`src/hw/rtl/msd_pkg.sv`:
```
// Shared constants, types and a helper for the smoothed mid/side decoder.
`timescale 1ns / 1ps
`default_nettype none

package msd_pkg;

  localparam int unsigned SAMPLE_BITS_DEF = 24;

  // Gains are unsigned Q2.14, ramp accumulators unsigned Q2.30.
  localparam int unsigned GAIN_W    = 16;
  localparam int unsigned GAIN_FRAC = 14;
  localparam int unsigned CUR_W     = 32;
  localparam int unsigned STEPS_W   = 12;

  // Multiplier consumes this many gain bits per cycle.
  localparam int unsigned DIGIT_W    = 4;
  localparam int unsigned MUL_STEPS  = GAIN_W / DIGIT_W;
  localparam int unsigned ROUND_BIAS = 1 << (GAIN_FRAC - 1);

  // Guard bits above the sample width for the intermediate sums.
  localparam int unsigned HEADROOM_W = 8;

  localparam int unsigned NUM_RAMPS   = 3;
  localparam int unsigned RAMP_IDX_W  = 2;
  localparam logic [RAMP_IDX_W-1:0] RAMP_WIDTH = 2'd0;
  localparam logic [RAMP_IDX_W-1:0] RAMP_MUTE  = 2'd1;
  localparam logic [RAMP_IDX_W-1:0] RAMP_SWAP  = 2'd2;

  localparam logic [GAIN_W-1:0]  GAIN_ZERO        = 16'd0;
  localparam logic [GAIN_W-1:0]  GAIN_ONE         = 16'd16384;
  localparam logic [GAIN_W-1:0]  WIDTH_RESET      = 16'd5734;
  localparam logic [STEPS_W-1:0] RAMP_STEPS_RESET = 12'd720;

  typedef enum logic [3:0] {
    ST_IDLE,
    ST_AIM,
    ST_DIV,
    ST_ADV,
    ST_MUL1,
    ST_MUL2,
    ST_MUL3,
    ST_MUL4,
    ST_OUT
  } msd_state_e;

  // Places a Q2.14 gain into the Q2.30 accumulator format.
  function automatic logic [CUR_W-1:0] to_cur(input logic [GAIN_W-1:0] g);
    to_cur = {g, {(CUR_W - GAIN_W){1'b0}}};
  endfunction

endpackage

`default_nettype wire

```
`src/hw/rtl/msd_div.sv`:
```
// Radix-2 restoring divider for the ramp step, one quotient bit per cycle.
`timescale 1ns / 1ps
`default_nettype none

module msd_div import msd_pkg::*; (
  input  wire logic                    clk_i,
  input  wire logic                    rst_ni,
  input  wire logic                    start_i,
  input  wire logic signed [CUR_W:0]   dividend_i,
  input  wire logic [STEPS_W-1:0]      divisor_i,
  output logic                         done_o,
  output logic [CUR_W-1:0]             quot_o
);

  localparam int unsigned CNT_W = $clog2(CUR_W);

  logic               busy_q, busy_d;
  logic               done_q, done_d;
  logic [CNT_W-1:0]   cnt_q, cnt_d;
  logic               neg_q;
  logic [CUR_W-1:0]   num_q;
  logic [STEPS_W-1:0] rem_q;
  logic [STEPS_W-1:0] div_q;

  logic [CUR_W-1:0]   mag;
  logic [STEPS_W:0]   rem_trial;
  logic               fits;

  // The dividend never exceeds 2^32 - 1 in magnitude, so 32 bits hold it.
  assign mag = dividend_i[CUR_W] ? CUR_W'(-dividend_i) : CUR_W'(dividend_i);

  assign rem_trial = {rem_q, num_q[CUR_W-1]};
  assign fits      = (rem_trial >= {1'b0, div_q});

  always_comb begin
    busy_d = busy_q;
    done_d = 1'b0;
    cnt_d  = cnt_q;
    if (start_i) begin
      busy_d = 1'b1;
      cnt_d  = '0;
    end else if (busy_q) begin
      cnt_d = cnt_q + 1'b1;
      if (cnt_q == CNT_W'(CUR_W - 1)) begin
        busy_d = 1'b0;
        done_d = 1'b1;
      end
    end
  end

  always_ff @(posedge clk_i or negedge rst_ni) begin
    if (!rst_ni) begin
      busy_q <= 1'b0;
      done_q <= 1'b0;
      cnt_q  <= '0;
    end else begin
      busy_q <= busy_d;
      done_q <= done_d;
      cnt_q  <= cnt_d;
    end
  end

  // Quotient bits shift into the dividend register as it empties.
  always_ff @(posedge clk_i) begin
    if (start_i) begin
      neg_q <= dividend_i[CUR_W];
      num_q <= mag;
      rem_q <= '0;
      div_q <= divisor_i;
    end else if (busy_q) begin
      num_q <= {num_q[CUR_W-2:0], fits};
      rem_q <= fits ? STEPS_W'(rem_trial - {1'b0, div_q}) : rem_trial[STEPS_W-1:0];
    end
  end

  assign done_o = done_q;
  assign quot_o = neg_q ? (~num_q + 1'b1) : num_q;

  assert property (@(posedge clk_i) disable iff (!rst_ni) start_i |-> !busy_q)
    else $error("divider restarted while busy");
  assert property (@(posedge clk_i) disable iff (!rst_ni) done_q |-> !busy_q)
    else $error("divider done while still iterating");
  assert property (@(posedge clk_i) disable iff (!rst_ni) start_i |-> divisor_i != '0)
    else $error("divider started with zero divisor");

endmodule

`default_nettype wire

```
`src/hw/rtl/msd_mul.sv`:
```
// Digit-serial signed by Q2.14 multiplier with round-half-up and floor shift.
`timescale 1ns / 1ps
`default_nettype none

module msd_mul import msd_pkg::*; #(
  parameter int unsigned DATA_W = SAMPLE_BITS_DEF + HEADROOM_W
) (
  input  wire logic                     clk_i,
  input  wire logic                     rst_ni,
  input  wire logic                     start_i,
  input  wire logic signed [DATA_W-1:0] a_i,
  input  wire logic [GAIN_W-1:0]        g_i,
  output logic                          busy_o,
  output logic                          done_o,
  output logic signed [DATA_W-1:0]      p_o
);

  localparam int unsigned ACC_W = DATA_W + GAIN_W + 1;
  localparam int unsigned CNT_W = $clog2(MUL_STEPS);

  logic                     busy_q, busy_d;
  logic                     done_q, done_d;
  logic [CNT_W-1:0]         cnt_q, cnt_d;
  logic signed [ACC_W-1:0]  acc_q;
  logic signed [ACC_W-1:0]  a_q;
  logic [GAIN_W-1:0]        g_q;

  logic signed [ACC_W+DIGIT_W:0] partial;
  logic signed [ACC_W-1:0]       acc_sum;

  // One gain digit times the already shifted operand.
  assign partial = a_q * $signed({1'b0, g_q[DIGIT_W-1:0]});
  assign acc_sum = acc_q + $signed(partial[ACC_W-1:0]);

  always_comb begin
    busy_d = busy_q;
    done_d = 1'b0;
    cnt_d  = cnt_q;
    if (start_i) begin
      busy_d = 1'b1;
      cnt_d  = '0;
    end else if (busy_q) begin
      cnt_d = cnt_q + 1'b1;
      if (cnt_q == CNT_W'(MUL_STEPS - 1)) begin
        busy_d = 1'b0;
        done_d = 1'b1;
      end
    end
  end

  always_ff @(posedge clk_i or negedge rst_ni) begin
    if (!rst_ni) begin
      busy_q <= 1'b0;
      done_q <= 1'b0;
      cnt_q  <= '0;
    end else begin
      busy_q <= busy_d;
      done_q <= done_d;
      cnt_q  <= cnt_d;
    end
  end

  // The rounding bias is preloaded so the final shift is a plain floor.
  always_ff @(posedge clk_i) begin
    if (start_i) begin
      acc_q <= $signed(ACC_W'(ROUND_BIAS));
      a_q   <= ACC_W'(a_i);
      g_q   <= g_i;
    end else if (busy_q) begin
      acc_q <= acc_sum;
      a_q   <= a_q <<< DIGIT_W;
      g_q   <= g_q >> DIGIT_W;
    end
  end

  assign busy_o = busy_q;
  assign done_o = done_q;
  assign p_o    = $signed(acc_q[GAIN_FRAC +: DATA_W]);

endmodule

`default_nettype wire

```
`src/hw/rtl/mid_side_decoder_smoothed.sv`:
```
// Top level of the smoothed mid/side stereo decoder.
//
// Input requests arrive on the s_axis channel: mid and side samples, the
// width target and the swap and side-mute switches in tdata, the mono flag
// in tuser. Each request yields exactly one result on m_axis: left and
// right samples, saturated to SAMPLE_BITS. The ramp length is written
// through cfg_we_i / cfg_wdata_i; the user must write it only while the
// block is idle, as the block itself does not enforce this.
// Sequence: after acceptance the compare step checks the width, mute and
// swap targets in turn, a ramp advance step follows, then four multiplies
// on the shared multiplier, which consumes four gain bits per cycle, and
// an output step. With a nonzero ramp length, every target that changes
// adds a divide for its ramp step, computed by the shared divider at one
// quotient bit per cycle. Mono requests skip the multiplies. One request
// is in work at a time: a new one is taken once the last has reached the
// output register. The output register holds a finished result while
// m_axis_tready is low; the next request can be accepted meanwhile, and
// its result waits until that register frees up.
// Reset sets ramp length 720, width gain 0.35, mute gain 1.0, swap 0, and
// empties the output register.
`timescale 1ns / 1ps
`default_nettype none

module mid_side_decoder_smoothed import msd_pkg::*; #(
  parameter int unsigned SAMPLE_BITS = SAMPLE_BITS_DEF
) (
  input  wire logic                     clk_i,
  input  wire logic                     rst_ni,
  // tdata: mid_sample, side_sample, width_target, swap_on, side_mute_on, zero fill
  input  wire logic [((2*SAMPLE_BITS+GAIN_W+2+7)/8)*8-1:0] s_axis_tdata,
  // tuser: mono_input
  input  wire logic                     s_axis_tuser,
  input  wire logic                     s_axis_tvalid,
  output logic                          s_axis_tready,
  // tdata: left_sample, right_sample, zero fill
  output logic [((2*SAMPLE_BITS+7)/8)*8-1:0] m_axis_tdata,
  output logic                          m_axis_tvalid,
  input  wire logic                     m_axis_tready,
  input  wire logic                     cfg_we_i,
  input  wire logic [STEPS_W-1:0]       cfg_wdata_i
);

  localparam int unsigned S      = SAMPLE_BITS;
  localparam int unsigned W      = SAMPLE_BITS + HEADROOM_W;
  localparam int unsigned OUT_TW = ((2*SAMPLE_BITS+7)/8)*8;

  msd_state_e state_q, state_d;
  logic [RAMP_IDX_W-1:0] k_q, k_d;
  logic launched_q, launched_d;
  logic out_valid_q, out_valid_d;
  logic [STEPS_W-1:0] cfg_q;

  logic [CUR_W-1:0]   cur_q    [NUM_RAMPS];
  logic [CUR_W-1:0]   cur_d    [NUM_RAMPS];
  logic [GAIN_W-1:0]  tgt_st_q [NUM_RAMPS];
  logic [GAIN_W-1:0]  tgt_st_d [NUM_RAMPS];
  logic [CUR_W-1:0]   inc_q    [NUM_RAMPS];
  logic [CUR_W-1:0]   inc_d    [NUM_RAMPS];
  logic [STEPS_W-1:0] rem_q    [NUM_RAMPS];
  logic [STEPS_W-1:0] rem_d    [NUM_RAMPS];

  logic [CUR_W-1:0]   cur_step [NUM_RAMPS];
  logic [GAIN_W-1:0]  adv_gain [NUM_RAMPS];
  logic [GAIN_W-1:0]  gain_q   [NUM_RAMPS];
  logic [GAIN_W-1:0]  tgt_in_q [NUM_RAMPS];

  logic signed [S-1:0] mid_q, side_q;
  logic                mono_q;
  logic signed [W-1:0] p1_q, dl_q, dr_q, lf_q, rf_q;
  logic signed [S-1:0] left_q, right_q;
  logic signed [W-1:0] mid_ext;

  logic in_fire, out_load;

  logic                  div_start, div_done;
  logic signed [CUR_W:0] div_dividend;
  logic [CUR_W-1:0]      div_quot;

  logic                  mul_start, mul_busy, mul_done;
  logic signed [W-1:0]   mul_a, mul_p;
  logic [GAIN_W-1:0]     mul_g;

  assign s_axis_tready = (state_q == ST_IDLE);
  assign in_fire       = s_axis_tvalid && s_axis_tready;
  assign mid_ext       = W'(mid_q);

  function automatic logic signed [S-1:0] sat(input logic signed [W-1:0] v);
    logic [W-S:0] top;
    top = v[W-1:S-1];
    if ((&top) || !(|top)) begin
      sat = v[S-1:0];
    end else if (v[W-1]) begin
      sat = {1'b1, {(S-1){1'b0}}};
    end else begin
      sat = {1'b0, {(S-1){1'b1}}};
    end
  endfunction

  // Ramp step of each smoother; the last step lands exactly on the target.
  always_comb begin
    for (int i = 0; i < NUM_RAMPS; i++) begin
      cur_step[i] = cur_q[i] + inc_q[i];
      if (rem_q[i] == '0 || rem_q[i] == STEPS_W'(1)) begin
        adv_gain[i] = tgt_st_q[i];
      end else begin
        adv_gain[i] = cur_step[i][CUR_W-1 -: GAIN_W];
      end
    end
  end

  assign div_dividend = $signed({1'b0, to_cur(tgt_in_q[k_q])}) - $signed({1'b0, cur_q[k_q]});

  always_comb begin
    state_d     = state_q;
    k_d         = k_q;
    launched_d  = launched_q;
    out_valid_d = out_valid_q;
    cur_d       = cur_q;
    tgt_st_d    = tgt_st_q;
    inc_d       = inc_q;
    rem_d       = rem_q;
    div_start   = 1'b0;
    mul_start   = 1'b0;
    out_load    = 1'b0;
    if (out_valid_q && m_axis_tready) begin
      out_valid_d = 1'b0;
    end
    unique case (state_q)
      ST_IDLE: begin
        if (in_fire) begin
          state_d = ST_AIM;
          k_d     = RAMP_WIDTH;
        end
      end
      ST_AIM: begin
        if (tgt_in_q[k_q] != tgt_st_q[k_q]) begin
          tgt_st_d[k_q] = tgt_in_q[k_q];
          if (cfg_q == '0) begin
            cur_d[k_q] = to_cur(tgt_in_q[k_q]);
            inc_d[k_q] = '0;
            rem_d[k_q] = '0;
          end else begin
            rem_d[k_q] = cfg_q;
            div_start  = 1'b1;
          end
        end
        if (div_start) begin
          state_d = ST_DIV;
        end else if (k_q == RAMP_SWAP) begin
          state_d = ST_ADV;
        end else begin
          k_d = k_q + 1'b1;
        end
      end
      ST_DIV: begin
        if (div_done) begin
          inc_d[k_q] = div_quot;
          if (k_q == RAMP_SWAP) begin
            state_d = ST_ADV;
          end else begin
            k_d     = k_q + 1'b1;
            state_d = ST_AIM;
          end
        end
      end
      ST_ADV: begin
        for (int i = 0; i < NUM_RAMPS; i++) begin
          if (rem_q[i] != '0) begin
            rem_d[i] = rem_q[i] - 1'b1;
            cur_d[i] = (rem_q[i] == STEPS_W'(1)) ? to_cur(tgt_st_q[i]) : cur_step[i];
          end
        end
        state_d = mono_q ? ST_OUT : ST_MUL1;
      end
      ST_MUL1, ST_MUL2, ST_MUL3, ST_MUL4: begin
        if (!launched_q) begin
          mul_start  = 1'b1;
          launched_d = 1'b1;
        end else if (mul_done) begin
          launched_d = 1'b0;
          unique case (state_q)
            ST_MUL1: state_d = ST_MUL2;
            ST_MUL2: state_d = ST_MUL3;
            ST_MUL3: state_d = ST_MUL4;
            default: state_d = ST_OUT;
          endcase
        end
      end
      ST_OUT: begin
        if (!out_valid_q || m_axis_tready) begin
          out_load    = 1'b1;
          out_valid_d = 1'b1;
          state_d     = ST_IDLE;
        end
      end
      default: state_d = ST_IDLE;
    endcase
  end

  // Operand selection for the shared multiplier.
  always_comb begin
    mul_a = '0;
    mul_g = '0;
    unique case (state_q)
      ST_MUL1: begin
        mul_a = W'(side_q);
        mul_g = gain_q[RAMP_WIDTH];
      end
      ST_MUL2: begin
        mul_a = p1_q;
        mul_g = gain_q[RAMP_MUTE];
      end
      ST_MUL3: begin
        mul_a = dr_q - dl_q;
        mul_g = gain_q[RAMP_SWAP];
      end
      ST_MUL4: begin
        mul_a = dl_q - dr_q;
        mul_g = gain_q[RAMP_SWAP];
      end
      default: begin
        mul_a = '0;
        mul_g = '0;
      end
    endcase
  end

  always_ff @(posedge clk_i or negedge rst_ni) begin
    if (!rst_ni) begin
      state_q     <= ST_IDLE;
      k_q         <= RAMP_WIDTH;
      launched_q  <= 1'b0;
      out_valid_q <= 1'b0;
      cfg_q       <= RAMP_STEPS_RESET;
      cur_q[RAMP_WIDTH]    <= to_cur(WIDTH_RESET);
      cur_q[RAMP_MUTE]     <= to_cur(GAIN_ONE);
      cur_q[RAMP_SWAP]     <= to_cur(GAIN_ZERO);
      tgt_st_q[RAMP_WIDTH] <= WIDTH_RESET;
      tgt_st_q[RAMP_MUTE]  <= GAIN_ONE;
      tgt_st_q[RAMP_SWAP]  <= GAIN_ZERO;
      for (int i = 0; i < NUM_RAMPS; i++) begin
        inc_q[i] <= '0;
        rem_q[i] <= '0;
      end
    end else begin
      state_q     <= state_d;
      k_q         <= k_d;
      launched_q  <= launched_d;
      out_valid_q <= out_valid_d;
      if (cfg_we_i) begin
        cfg_q <= cfg_wdata_i;
      end
      cur_q    <= cur_d;
      tgt_st_q <= tgt_st_d;
      inc_q    <= inc_d;
      rem_q    <= rem_d;
    end
  end

  always_ff @(posedge clk_i) begin
    if (in_fire) begin
      mid_q                <= $signed(s_axis_tdata[S-1:0]);
      side_q               <= $signed(s_axis_tdata[2*S-1:S]);
      tgt_in_q[RAMP_WIDTH] <= s_axis_tdata[2*S +: GAIN_W];
      tgt_in_q[RAMP_SWAP]  <= s_axis_tdata[2*S+GAIN_W] ? GAIN_ONE : GAIN_ZERO;
      tgt_in_q[RAMP_MUTE]  <= s_axis_tdata[2*S+GAIN_W+1] ? GAIN_ZERO : GAIN_ONE;
      mono_q               <= s_axis_tuser;
    end
    if (state_q == ST_ADV) begin
      gain_q <= adv_gain;
      if (mono_q) begin
        lf_q <= mid_ext;
        rf_q <= '0;
      end
    end
    if (mul_done) begin
      unique case (state_q)
        ST_MUL1: p1_q <= mul_p;
        ST_MUL2: begin
          dl_q <= mid_ext + mul_p;
          dr_q <= mid_ext - mul_p;
        end
        ST_MUL3: lf_q <= dl_q + mul_p;
        ST_MUL4: rf_q <= dr_q + mul_p;
        default: p1_q <= p1_q;
      endcase
    end
    if (out_load) begin
      left_q  <= sat(lf_q);
      right_q <= sat(rf_q);
    end
  end

  msd_div u_div (
    .clk_i      (clk_i),
    .rst_ni     (rst_ni),
    .start_i    (div_start),
    .dividend_i (div_dividend),
    .divisor_i  (cfg_q),
    .done_o     (div_done),
    .quot_o     (div_quot)
  );

  msd_mul #(
    .DATA_W (W)
  ) u_mul (
    .clk_i   (clk_i),
    .rst_ni  (rst_ni),
    .start_i (mul_start),
    .a_i     (mul_a),
    .g_i     (mul_g),
    .busy_o  (mul_busy),
    .done_o  (mul_done),
    .p_o     (mul_p)
  );

  assign m_axis_tvalid = out_valid_q;
  assign m_axis_tdata  = OUT_TW'({right_q, left_q});

  assert property (@(posedge clk_i) disable iff (!rst_ni) in_fire |=> state_q == ST_AIM)
    else $error("accepted request did not start target update");
  assert property (@(posedge clk_i) disable iff (!rst_ni) mul_start |-> !mul_busy)
    else $error("multiplier started while busy");
  assert property (@(posedge clk_i) disable iff (!rst_ni)
      mul_done |-> (state_q == ST_MUL1 || state_q == ST_MUL2 ||
                    state_q == ST_MUL3 || state_q == ST_MUL4))
    else $error("multiplier result outside a multiply step");
  assert property (@(posedge clk_i) disable iff (!rst_ni) div_done |-> state_q == ST_DIV)
    else $error("divider result outside the divide step");
  assert property (@(posedge clk_i) disable iff (!rst_ni)
      out_load |-> (!out_valid_q || m_axis_tready))
    else $error("output register overwritten while holding a result");

endmodule

`default_nettype wire

```
`config.mk`:
```
export PLATFORM = sky130hd
export DESIGN_NAME = mid_side_decoder_smoothed
export DESIGN_NICKNAME = d
export VERILOG_FILES = /design/src/hw/rtl/msd_pkg.sv /design/src/hw/rtl/msd_div.sv /design/src/hw/rtl/msd_mul.sv /design/src/hw/rtl/mid_side_decoder_smoothed.sv
export SDC_FILE = /design/constraint.sdc
export NUM_CORES = 2
export LEC_CHECK = 0
export BUFFER_PORTS_ARGS = -buffer_cell sky130_fd_sc_hd__buf_2
export CORE_ASPECT_RATIO = 0.6
export CORE_MARGIN = 2
export CORE_UTILIZATION = 40
export CTS_BUF_LIST = sky130_fd_sc_hd__clkbuf_4 sky130_fd_sc_hd__clkbuf_8
export DETAILED_ROUTE_END_ITERATION = 6
export PLACE_DENSITY = 0.56
export SLEW_MARGIN = 40
export SYNTH_ARGS = -nofsm -noshare
export SYNTH_HDL_FRONTEND = slang
export SYNTH_HIERARCHICAL = 1
export SYNTH_SLANG_ARGS = --single-unit
export TNS_END_PERCENT = 1
```
`constraint.sdc`:
```
create_clock -name clk_i -period 8.5 [get_ports clk_i]
set_input_delay 1.7 -clock clk_i [delete_from_list [all_inputs] [get_ports clk_i]]
set_output_delay 1.7 -clock clk_i [all_outputs]
set_load 0.02 [all_outputs]
```
# ---- After elaboration in Yosys (flattened, before gate mapping)
# Memories as Yosys holds them, arrays and structs flattened.
# Index checks and enable logic that the tools add are counted.
dict set report totals {
  regBits 783
  ram_bits 48
  inputBits 90
  output_inout_bits 50
  wordCells 254
  n_memories 1
}
# memory depth word_bits read_ports rd_ports_with_merged_regs write_ports line
set mem_list {}
lappend mem_list {tgt_in_q 3 16 1 0 3 mid_side_decoder_smoothed.sv:65} ;# logic [GAIN_W-1:0] tgt_in_q [NUM_RAMPS];
dict set report op_classes {
  addsub 20
  mul 1
  magnitude_cmp 3
  n_eq_ne 27
  mux 110
  bitwise 6
  n_reduce_logical 43
}
# operator n
set op_table {}
lappend op_table {{$mux W32} 21}
lappend op_table {{$mux W96} 5}
lappend op_table {{$pmux W96 S2} 2}
lappend op_table {{$bwmux W96} 2}
lappend op_table {{$add A32 B32 Y32} 5}
lappend op_table {{$mux W16} 8}
lappend op_table {{$pmux W32 S4} 1}
lappend op_table {{$mux W49} 2}
lappend op_table {{$and A96 B96 Y96} 1}
lappend op_table {{$mux W24} 4}
lappend op_table {{$not A96 Y96} 1}
lappend op_table {{$mux W36} 2}
lappend op_table {{$pmux W36 S2} 1}
lappend op_table {{$bmux W32 S2} 1}
lappend op_table {{$demux W32 S2} 1}
lappend op_table {{$sub A32 B32 Y32} 2}
lappend op_table {{$mux W12} 5}
lappend op_table {{$add A49 B49 Y49} 1}
lappend op_table {{$mul A49 B5 Y49} 1}
lappend op_table {{$bwmux W48} 1}
lappend op_table {{$logic_not A12 Y1} 4}
lappend op_table {{$pmux W16 S3} 1}
lappend op_table {{$and A36 B36 Y36} 1}
lappend op_table {{$bwmux W36} 1}
lappend op_table {{other kinds (52)} 136}

# ---- Depth between registers and ports, before layout
dict set report depth {
  depth_word 10
  ltp_mapped 22
  ltp_nobuf 18
}

# ---- By module
# Netlist, hierarchy kept.
# module instances cells_per_inst area_per_inst_um2 seq_area_each_um2
set modules_own_cells {}
lappend modules_own_cells {mid_side_decoder_smoothed 1 4634 41297.1 16460.8}
lappend modules_own_cells {msd_mul 1 1282 11902.7 2882.8}
lappend modules_own_cells {msd_div 1 481 4421.7 1766.7}

# ---- Worst setup path before layout
# Ideal clock, no wire load.
dict set report synth_timing {
  path_type {flip-flop to flip-flop}
  from {register k_q[0]}
  to {register u_div.num_q[31] (data pin)}
  setup_ps 260
  t_arrival_ps 4976
  required_ps 8240
  path_slack_ps 3264
  stages_incl_launch_ff 23
  path_buffers 4
  synth_period_minus_slack_ps 5236
  path_cell_list {dfrtp_1 -> buf_2 -> buf_2 -> buf_1 -> nor2_1 -> clkbuf_1 -> nand2_1 -> inv_1 -> ha_1 -> a21o_1 -> a21o_1 -> a21oi_1 -> a2bb2oi_1 -> o31a_1 -> o21ai_1 -> a21oi_1 -> xnor2_1 -> or4_1 -> or3_1 -> or4_1 -> o21ai_1 -> xnor2_1 -> mux2_2}
}
dict set report synth_between {
  word_cells_on_any_way 16
  cone_classes {add/sub (2); eq/ne (1); mux (11); bitwise (1); memory (1)}
}
# item line
set synth_lines {}
lappend synth_lines {{from (decl)} mid_side_decoder_smoothed.sv:48} ;# logic [RAMP_IDX_W-1:0] k_q, k_d;
lappend synth_lines {{from (signal assigned)} mid_side_decoder_smoothed.sv:247} ;# k_q <= k_d;
lappend synth_lines {{$not A2 Y3 (not written as such)} mid_side_decoder_smoothed.sv:111} ;# assign div_dividend = $signed({1'b0, to_cur(tgt_in_q[k_q])}) - $signed({1'b0, cur_q[k_q]});
lappend synth_lines {{$bmux W32 S2} mid_side_decoder_smoothed.sv:111}
lappend synth_lines {{$mux W32 (not written as such) (2 in series)} mid_side_decoder_smoothed.sv:111}
lappend synth_lines {{$sub A32 B32 Y33 (*)} mid_side_decoder_smoothed.sv:111}
lappend synth_lines {{via div_dividend[25]} mid_side_decoder_smoothed.sv:76} ;# logic signed [CUR_W:0] div_dividend;
lappend synth_lines {{$neg A32 Y32 (*)} msd_div.sv:30} ;# assign mag = dividend_i[CUR_W] ? CUR_W'(-dividend_i) : CUR_W'(dividend_i);
lappend synth_lines {{$mux W32 (*)} msd_div.sv:30}
lappend synth_lines {{$mux W32 (*)} msd_div.sv:65} ;# if (start_i) begin
lappend synth_lines {{to (signal assigned)} msd_div.sv:67} ;# num_q <= mag;
lappend synth_lines {{to (signal assigned)} msd_div.sv:71} ;# num_q <= {num_q[CUR_W-2:0], fits};
lappend synth_lines {{to (decl)} msd_div.sv:21} ;# logic [CUR_W-1:0] num_q;
# Mark *: on every way through the listed nets, which the timed path passes. The rest lies on a longest branch. The select of a mux whose other input is x is not followed.
# A chain may end at the register's enable or synchronous reset.

# ---- Worst setup path in the final report
dict set report layout_timing {
  from {register k_q[1]}
  to {register u_div.num_q[31] (data pin)}
}
# Same word-level chain as after synthesis.

==> out/qor.txt <==
Vias in the first global route = 44238
Share of cells above drive strength 1 = 10.2%
Setup tns final = 0 ps
Chip Width = 494 um
Warnings from Yosys = 6
First-pass GRT wire length = 300000 um
Final ANT Viol Nets = 0
DRT iter0 DRCs = 6117
Kind of end point of the critical path = flip-flop
Met1 GRT Util = 45.3%
Reg2reg start = k_q[1]$_DFFE_PN0P_
Crit path largest cell delay = 630 ps
GR Util met3 = 9.91%
Synth top area share = 19.0%
Worst-Skew Late Latency = 920 ps
CTS Hold Bufs = 0
Clk slew on worst S/H paths = 60 ps
Sequential area share after synthesis = 36.6%
Met2 Use GR = 31.1%
Cells after Synth = 6397
Vias = 49384
Rows = 107
Die area = 0.147 mm^2
Skew final = 62.1 ps
Final hold violations = 0
Relative max-transition margin = 37.4%
RSZ-0062 raised after global routing = false
Least-Margin Pin Slew = 929 ps
Core area = 0.142 mm^2
Port Buffers = 133
Final setup viols = 0
CP Launch Type = flip-flop
Drt drc = 0
CTS Root Cell = clkbuf_8
Ys async rst share = 38.7%
Fin. max-slew vios = 0
Final net count = 7037
Area Growth Syn to Fin = 9.67%
Crit path max-delay family = simple AND/OR/NAND/NOR gates
R2R depth = 17
Yosys cell types = 109
Mapped Avg Cell Area = 9.01 um^2
CP max stage cell = nor2_1
Number of flops mapped to enable cells by yosys = 365
R2r setup slk = 2360 ps
Busiest layer in global routing = met1
Area contributors post-synth = edfxtp_1 (19%), dfrtp_1 (12%), ha_1 (8.9%)
Average wire per cell in the routed design = 24.2 um
WL final = 204000 um
Number of buffers and inverters on the critical path = 2
Die height = 298 um
Max-cap viol count = 0
Largest net degree at the start of global routing = 121
Worst Hold Class = reg2reg
Status = finished clean
Pre-antenna DRT Iters = 6
Crit. Startpoint = k_q[1]$_DFFE_PN0P_
CTS tree = yes
Critical path type = reg2reg
Deepest clock path buffer count = 3
I/O Pins = 140
Tot GR Track Use = 27.1%
CTS resizes = 0
Grt ovf = 0
Worst path cell trace = nor2_1 > buf_4 > nand2_1 > inv_1 > ha_1 > nor4b_1 > nand2_1 > o31a_1 > o21ai_1 > a21oi_1 > xnor2_1 > or4_1 > or3_1 > or4_1 > o21ai_1 > xnor2_1 > mux2_2
Post-DP HPWL = 157000 um
Critical path arrival = 6750 ps
Layout fillers = 13950
Vias per cell = 5.86
Worst Path Required = 9110 ps
Primary FF master, synth = edfxtp_1
Seq cells post-synth = 794
Worst Path Max Fanout = 11
Most area-hungry cell type in the Yosys netlist = edfxtp_1
Crit path to = u_div/num_q[31]$_DFFE_PP_
Fin crit period = 6140 ps
CTS Sinks = 794
Initial antenna violation count = 20
Initial core utilization = 40.5%
Worst R2R End = u_div/num_q[31]$_DFFE_PP_
Routability cong. = 0.993
Setup bufs post-CTS = 0
H-tree depth = 4
Cell Area, Synth = 0.0576 mm^2
Fmax = 163 MHz
WP depth = 17
Period utilization = 72.2%
CTS Buf Count = 140
[per-layer routing]
layer	part of all wire (%)	vias up
li1	-	22815
met1	51	24034
met2	34	2322
met3	13	213
met4	1.9	0
met5	0	-
[how the worst min path moves through the flow]
| stage | startpoint | endpoint | slack [ps] | cells after the start |
|---|---|---|---|---|
| after floorplan | rf_q[10]$_DFF_P_ | rf_q[10]$_DFF_P_ | 430 | 2 |
| after global placement | rf_q[20]$_DFF_P_ | rf_q[20]$_DFF_P_ | 440 | 2 |
| after detailed placement | rf_q[14]$_DFF_P_ | rf_q[14]$_DFF_P_ | 440 | 2 |
| after CTS | rf_q[20]$_DFF_P_ | rf_q[20]$_DFF_P_ | 460 | 2 |
| after global routing | rf_q[16]$_DFF_P_ | rf_q[16]$_DFF_P_ | 490 | 2 |
| final | rf_q[16]$_DFF_P_ | rf_q[16]$_DFF_P_ | 460 | 2 |
[sequential cells by signal, indices dropped and copies added (netlist names), 36 cells and up]
signal       count
cur_q           96
gain_q          48
inc_q           96
rem_q           36
tgt_st_q        48
u_mul/a_q       46
u_mul/acc_q     46
[layout by cell type (no fill, tap or decap), drive strengths merged, types with 88 or more instances in the layout]
cell,count
o21ai,525
dfxtp,122
a21oi,505
edfxtp,365
ha,409
nand2,695
mux2i,103
xnor2,228
xor2,122
nor2,476
and2,141
a21o,163
dfrtp,287
buf,211
fa,138
nor3,98
clkbuf,208
inv,493
nand3,88
[per-stage QoR]
stage	setup slack (ps)	cell area, um^2	util, %	hold WS (ps)	cells
after CTS	2550	63100	44.3	457	8422
after global placement	2580	59900	42.0	438	8160
after detailed placement	2590	60000	42.1	443	8163
final	2360	63200	44.4	456	8434
after floorplan	3260	57600	-	426	6398
after global routing	2140	63200	44.3	490	8426
[synth_stat cells (17+ instances only)]
master and instances:
mux2_2 72, o22ai_1 24, and2_1 141, buf_1 25, edfxtp_1 365, nor2_1 475, a21o_1 163, or4_1 23
a22oi_1 29, nand3_1 88, buf_4 34, xor2_1 122, and3_1 38, a2111oi_0 17, a221o_1 22, ha_1 409
o21ai_0 513, nand2_1 695, fa_1 138, a31oi_1 40, o211ai_1 25, nor3_1 98, dfxtp_1 122, a21oi_1 500
a221oi_1 44, nor4_1 34, o31ai_1 81, dfrtp_1 287, o21bai_1 62, clkbuf_1 277, nor2b_1 36, o41ai_1 29
inv_1 485, mux2i_1 102, xnor2_1 228, nand4_1 52, dfstp_2 20, or3_1 40, o21a_1 45, nand2b_1 40
a211oi_1 57
[final cells by class]
type                       instances  area (um^2)  share of cell area, %
sequential                       794        21100                   33.4
timing repair buffer             211         1340                   2.11
tap                             1907         2390                   3.78
clock inverter                    51          538                  0.851
clock buffer                     208         2560                   4.06
multi-input combinational       4767        33400                   52.9
antenna                           10         25.0                 0.0396
inverter                         486         1830                   2.89
[tightest hold or removal path: cells and delay by family, from the launching register on]
family / cells / cell delay (ps)
and+or+nand+nor: 1 / 40
DFF: 1 / 320
AOI/OAI and AO/OA: 1 / 60
[logic make-up (layout without fill, tap and decap cells)]
family                     count (synthesis)  after routing  synth area share, %
xor gates and xnor gates                 350            350                 5.32
muxes                                    175            175                 3.22
adders and majority gates                547            547                 13.7
DFF                                      794            794                 36.6
and+or+nand+nor                         1828           1828                 14.7
buffers and inverters                    837            956                 5.73
AOI/OAI and AO/OA                       1865           1865                 20.8
other                                      1             12              0.00651
Power is left out: the tool's default activity adds up to more than one toggle a clock period on the data nets, which glitch-free logic cannot reach.
